$ cat src/design/idlt_pkg.sv
package idlt_pkg;

  typedef enum logic [1:0] {
    CMD_ID_OF_OBJ = 2'd0,
    CMD_OBJ_OF_ID = 2'd1,
    CMD_LINK      = 2'd2,
    CMD_UNLINK    = 2'd3
  } cmd_t;

  localparam logic [2:0] ST_OK          = 3'd0;
  localparam logic [2:0] ST_NOT_FOUND   = 3'd1;
  localparam logic [2:0] ST_OBJ_LINKED  = 3'd2;
  localparam logic [2:0] ST_ID_IN_USE   = 3'd3;
  localparam logic [2:0] ST_NO_FREE_ID  = 3'd4;

  typedef enum logic [1:0] {
    S_CLEAR = 2'd0,
    S_IDLE  = 2'd1,
    S_READ  = 2'd2,
    S_CHECK = 2'd3
  } state_t;

  typedef struct packed {
    logic clear_step;
    logic load;
    logic commit;
  } ctrl_t;

  typedef struct packed {
    logic clear_last;
    logic out_free;
  } stat_t;

endpackage

$ cat src/design/idlt_ctrl.sv
module idlt_ctrl (
  input  logic             clk,
  input  logic             rst,
  input  logic             in_valid,
  output logic             in_ready,
  input  idlt_pkg::stat_t  stat,
  output idlt_pkg::ctrl_t  ctrl
);

  idlt_pkg::state_t state;
  idlt_pkg::state_t state_next;

  always_ff @(posedge clk) begin
    if (rst) begin
      state <= idlt_pkg::S_CLEAR;
    end else begin
      state <= state_next;
    end
  end

  always_comb begin
    state_next = state;
    case (state)
      idlt_pkg::S_CLEAR: begin
        if (stat.clear_last) state_next = idlt_pkg::S_IDLE;
      end
      idlt_pkg::S_IDLE: begin
        if (in_valid) state_next = idlt_pkg::S_READ;
      end
      idlt_pkg::S_READ: begin
        state_next = idlt_pkg::S_CHECK;
      end
      idlt_pkg::S_CHECK: begin
        if (stat.out_free) state_next = idlt_pkg::S_IDLE;
      end
      default: begin
        state_next = idlt_pkg::S_CLEAR;
      end
    endcase
  end

  always_comb begin
    in_ready        = 1'b0;
    ctrl.clear_step = 1'b0;
    ctrl.load       = 1'b0;
    ctrl.commit     = 1'b0;
    case (state)
      idlt_pkg::S_CLEAR: begin
        ctrl.clear_step = 1'b1;
      end
      idlt_pkg::S_IDLE: begin
        in_ready  = 1'b1;
        ctrl.load = in_valid;
      end
      idlt_pkg::S_CHECK: begin
        ctrl.commit = stat.out_free;
      end
      default: begin
        in_ready = 1'b0;
      end
    endcase
  end

endmodule

$ cat config.mk
export PLATFORM = sky130hd
export DESIGN_NAME = idlt_ctrl
export DESIGN_NICKNAME = d
export VERILOG_FILES = /design/src/design/idlt_pkg.sv /design/src/design/idlt_ctrl.sv
export SDC_FILE = /design/constraint.sdc
export NUM_CORES = 1
export LEC_CHECK = 0
export BUFFER_PORTS_ARGS = -buffer_cell sky130_fd_sc_hd__buf_2
export CORE_AREA = 10 10 47 49
export CTS_BUF_LIST = sky130_fd_sc_hd__clkbuf_4 sky130_fd_sc_hd__clkbuf_8
export CTS_CLUSTER_DIAMETER = 30
export CTS_CLUSTER_SIZE = 12
export DETAILED_ROUTE_END_ITERATION = 10
export DIE_AREA = 0 0 57 59
export GPL_TIMING_DRIVEN = 0
export SKIP_LAST_GASP = 1
export SLEW_MARGIN = 25
export SYNTH_ARGS = -nofsm -noshare
export SYNTH_HDL_FRONTEND = slang
export SYNTH_SLANG_ARGS = --single-unit
$ cat constraint.sdc
create_clock -name clk -period 1.6 [get_ports clk]
set_input_delay 0.32 -clock clk [delete_from_list [all_inputs] [get_ports clk]]
set_output_delay 0.32 -clock clk [all_outputs]
set_load 0.01 [all_outputs]
## Word-level counts from Yosys, hierarchy flattened

Index checks and enable logic that the tools add are counted.
Widths: inputs -> output; s select.

| word-level totals | value |
|---|---|
| output and inout port bits | 4 |
| logic and storage cells | 17 |
| flip-flop bits (word level) | 2 |

| operators by class | value |
|---|---|
| reduce and logical (&&, ||, !) cells | 2 |
| equality and inequality tests | 6 |
| mux-type cells | 8 |

Operator list:

| operator | number |
|---|---|
| $pmux 2 s4 | 1 |
| $mux 2 | 3 |
| $ne 2x2->1 const B | 3 |
| $eq 2x2->1 const B | 2 |
| $mux 1 | 4 |
| $reduce_and 3->1 | 1 |
| $eq 2x1->1 const B | 1 |
| $logic_not 2->1 | 1 |

## Depth between registers and ports, before layout

| logic depth | value |
|---|---|
| depth in word-level cells | 3 |
| gate-level depth with buffers | 4 |
| gate-level depth less buffers | 4 |

## Least setup slack after synthesis

No wires, ideal clock.

| path | value |
|---|---|
| path type | register to register |
| start point | reg state[0] |
| end point | reg state[0] |
| path slack | 0.051 ns |
| cell stages (with the launch flop) | 5 |
| library setup time | 0.123 ns |
| path buffers | 0 |
| required time | 1.477 ns |
| arrival | 1.425 ns |
| path through | dfxtp_1 -> inv_1 -> ha_1 -> a222oi_1 -> mux2_1 |

| on the way | value |
|---|---|
| cells in the longest elaborated chain, start to end | 3 |

RTL lines:

| what | RTL line | text |
|---|---|---|
| start: declaration | idlt_ctrl.sv:10 | `idlt_pkg::state_t state;` |
| start signal: assignment | idlt_ctrl.sv:15 | `state <= idlt_pkg::S_CLEAR;` |
| start signal: assignment | idlt_ctrl.sv:17 | `state <= state_next;` |
| $eq 2x2->1, or another cell as far along | idlt_ctrl.sv:23 | `case (state)` |
| $ne 2x2->1 (no line) | -- |  |
| $reduce_and 3->1 (no line) | -- |  |

Several ways; a longest one is shown, not always the timed one.
A chain may end at the register's enable or synchronous reset.

## Worst setup path after layout

| path | value |
|---|---|
| start point | reg state[1] |
| end point | reg state[0] |

Same word-level chain as after synthesis.

==> results <==
- The length of the first detailed-routing pass in iterations is 4.
- The global-route wire length before repair is 738 um.
- Setup repair after global routing left no endpoint under its margin.
- For this run, the leading register cell type out of synthesis is dfxtp_1.
- Net switching is 34.10% of the power.
- Max-cap violations in this run came to 0.
- The layout-stage area growth over the synthesis result is 58.57%.
- Setup violations remaining at the end of the flow were counted as 0.
- The worst-case IR drop observed on VDD is 0.0003438 V.
- The number of buffers created by CTS is 3.
- The number of placed I/O pins is 9.
- The core footprint is 0.001401 mm^2.
- The clock tree from TritonCTS is built.
- At the end of routability-driven placement, the weighted congestion stood at around 0.61.
- Clock latency on the worst-skew pair, taken at its later pin, is approximately 0.22 ns.
- The pin slew with the least headroom to its limit is roughly 0.26 ns.
- The share of synthesized cell area in and, or, nand and nor gates is 19.29%.
- The maximum fanout along the worst path is 3.
- For this run, the number of Yosys warnings is 0.
- The portion of total power attributed to sequential cells is 22.8%.
- Power spread over the standard cell area amounts to between 1000 and 1500 mW/mm^2.
- The clock transition time at the flip-flop clock pins of the worst setup and hold paths is 0.03 ns.
- After detailed placement, the total cell area comes to roughly 240 um^2.
- Internal power comes to 0.2598 mW.
- During placement, the flow inserted port buffers numbering 8.
- The synthesis-stage register bit count is 2.
- Entering global routing, the biggest net connects 5 pins.
- The compound-cell area share of the yosys netlist is 5.714%.
- The total detailed-routing wirelength is 421 um.
- The via count of the first global-routing pass is 180.
- In the finished design, the share of the clock period the worst path needs comes to 93.68%.
- After technology mapping, the gate count stands at 20.
- The register area share after synthesis is 22.86%.
- The achievable clock frequency is 667.1 MHz.
- The adder-cell share of the synthesized area is 28.57%.
- Across all layers, the routed design uses 169 vias.
- The number of nets with antenna violations after routing is 0.
- The area of the die is 0.003363 mm^2.
- After synthesis, the share of flip-flops with an asynchronous set or reset is 0%.
- After layout, the minimum clock period comes to 1.499 ns.
- Row generation in the floorplan step produced 14 rows.
- The number of flip-flops under the largest register name is 2.
- The proportion of layout cells with a drive suffix above 1 is 54.55%.
- The leakage power is 0.1470 nW.
- The number of nets in the layout is between 40 and 50.
- Data on the critical path arrives at its endpoint at 1.60 ns.
- The final hold violation count was 0.
- The run finished with clean final reports.
- The max-slew violation total from the final report is 0.
- The cell chosen for the clock root is clkbuf_4.
- After the first detailed-routing iteration, the DRC count stood at 6.
- The reported net switching power is about 0.13 mW.
- The number of enable flip-flop cells after synthesis is 0.
- In the synthesized netlist, mux cells make up 12.14% of the area.
- STA classifies the critical path startpoint as a register.
- The count of unresolved DRC violations after routing is 0.
- The number of buffers on the longest clock path is 2.
- The clock network is responsible for 27.9% of the overall power.
- The worst pin sits at a relative slew slack of 82.72%.
- Setup slack closes at 0.1011 ns.
- The die extent in y is slightly below 60 um.
- The number of distinct library cell variants in the gate-level netlist after synthesis is 11.
- The class of the worst hold path is in -> reg.
- CTS built an H-tree with a depth of 1.
- The aggregate global-route resource usage is under 10%.
- The average wire per cell in the routed design is 8.592 um.
- The sink count of the clock tree is 2.
- After detailed placement, the design holds a cell count of 44.
- After synthesis, the largest area contributor takes up 28.57% of total cell area.
- The sum of net half-perimeters after detailed placement is 319.8 um.
- The final antenna diode count is 0.
- Dividing the synthesized area by the synthesized cell count gives 8.758 um^2.
- The pre-CTS worst setup slack is -0.03681 ns.
- Ranked by flip-flop count, first place goes to state.
- In the final layout, the registers with the most flip-flops are state (2).
- The clock arrives with 0.002646 ns of skew.
- The completed layout was analyzed and its total power is ~0.4 mW.
- The initial core utilization is 12.50%.
- The share of total power in combinational logic is 49.3%.
- In this run the cell area of the synthesized design comes to 175.2 um^2.
- The post-route non-filler standard cell count is 49.
- Counting every net in the synthesized netlist gives 29.
- After synthesis, the largest family of logic cells by area is adder cells.
- Measured along the x axis, the die boundary spans about 57 um.
- The startpoint-to-endpoint class of the critical path is reg -> reg.
- In the synthesized netlist, the cells that appear most often are 4 x ha_1, 4 x inv_1, 2 x dfxtp_1, 2 x nand2b_1, 2 x nor2_1.
- The worst setup path is captured at a register.
- The xor/xnor cell area share of the yosys netlist is 0%.
- The required time reported for the critical path endpoint is 1.70 ns.
- The via density per instance is 3.449.
- After routing the design area is roughly 280 um^2.
- By area the synthesized netlist is led by ha_1 29%, dfxtp_1 23%, inv_1 8.6%.
- The number of antenna violations at the first check in global routing was 0.
- ha_1 takes more of the synthesized area than any other cell.
- The total congestion overflow is 0.
routing by layer:
metal	track usage [%]	wire, um
met4	4.027	0
met2	2.636	139
met1	2.966	185
met5	0	0
met3	2.790	96
critical path: stages (launching register included):
cell and delay, ns:
dfxtp_2 0.33, inv_1 0.07, ha_2 0.18, a222oi_1 0.32, buf_4 0.17, mux2_1 0.31
cells by family after synthesis:
| kind of cell | Yosys count |
|---|---|
| and+or+nand+nor | 6 |
| AOI/OAI and AO/OA | 1 |
| muxes | 2 |
| DFF | 2 |
| buffers and inverters | 5 |
| adders and majority gates | 4 |
worst paths after layout:
| check | start | endpoint | cells after the start | slack, ns |
|---|---|---|---|---|
| max | state[1]$_SDFFE_PP0P_ | state[0]$_SDFFE_PP0P_ | 5 | 0.10 |
| min | rst | state[1]$_SDFFE_PP0P_ | 3 | 0.40 |
| max reg2reg | state[1]$_SDFFE_PP0P_ | state[0]$_SDFFE_PP0P_ | 5 | 0.10 |
| min reg2reg | state[1]$_SDFFE_PP0P_ | state[1]$_SDFFE_PP0P_ | 2 | 0.49 |
final cells by class:
cell class	count	area (um^2)
timing repair buffer	10	55.05
clock buffer	3	22.52
sequential	2	42.54
inverter	5	20.02
fill	156	1124
multi-input combinational	13	117.6
tap	16	20.02
per-stage QoR:
stage	hold WS, ns	utilization [%]	setup TNS [ns]
after global routing	0.4209	19.82	0
after CTS	0.4004	18.93	0
after detailed placement	0.4963	16.79	-0.03681
after global placement	0.4880	16.79	-0.01450
after floorplan	0.4647	-	0
final	0.4042	19.82	0
cells in the final DEF, fill, tap and decap left out:
cell type   count
clkbuf_4        3
a222oi_1        1
buf_2           8
inv_1           4
and2_2          1
nand2b_1        2
and2_1          1
dfxtp_2         2
mux2_1          1
nor2_1          2
ha_2            1
ha_1            3
clkinvlp_2      1
buf_4           2
mux2i_1         1
timing repair:
action	in CTS	in global routing
gates cloned	0	0
pin swaps	1	1
endpoints found under the setup margin	1	2
hold buffers	0	0
setup buffers	1	1
hold endpoints to repair	0	0
gates resized for setup	0	3
power groups by stage:
stage / Sequential [mW] / Combinational (mW) / Clock, mW
floorplan: 0.0814 / 0.116 / 0
global placement: 0.0855 / 0.162 / 0
detailed placement: 0.0863 / 0.163 / 0
CTS: 0.0854 / 0.180 / 0.120
global route: 0.0933 / 0.225 / 0.118
finish: 0.0897 / 0.195 / 0.110
Note: power is estimated with default switching activity, not from simulation.
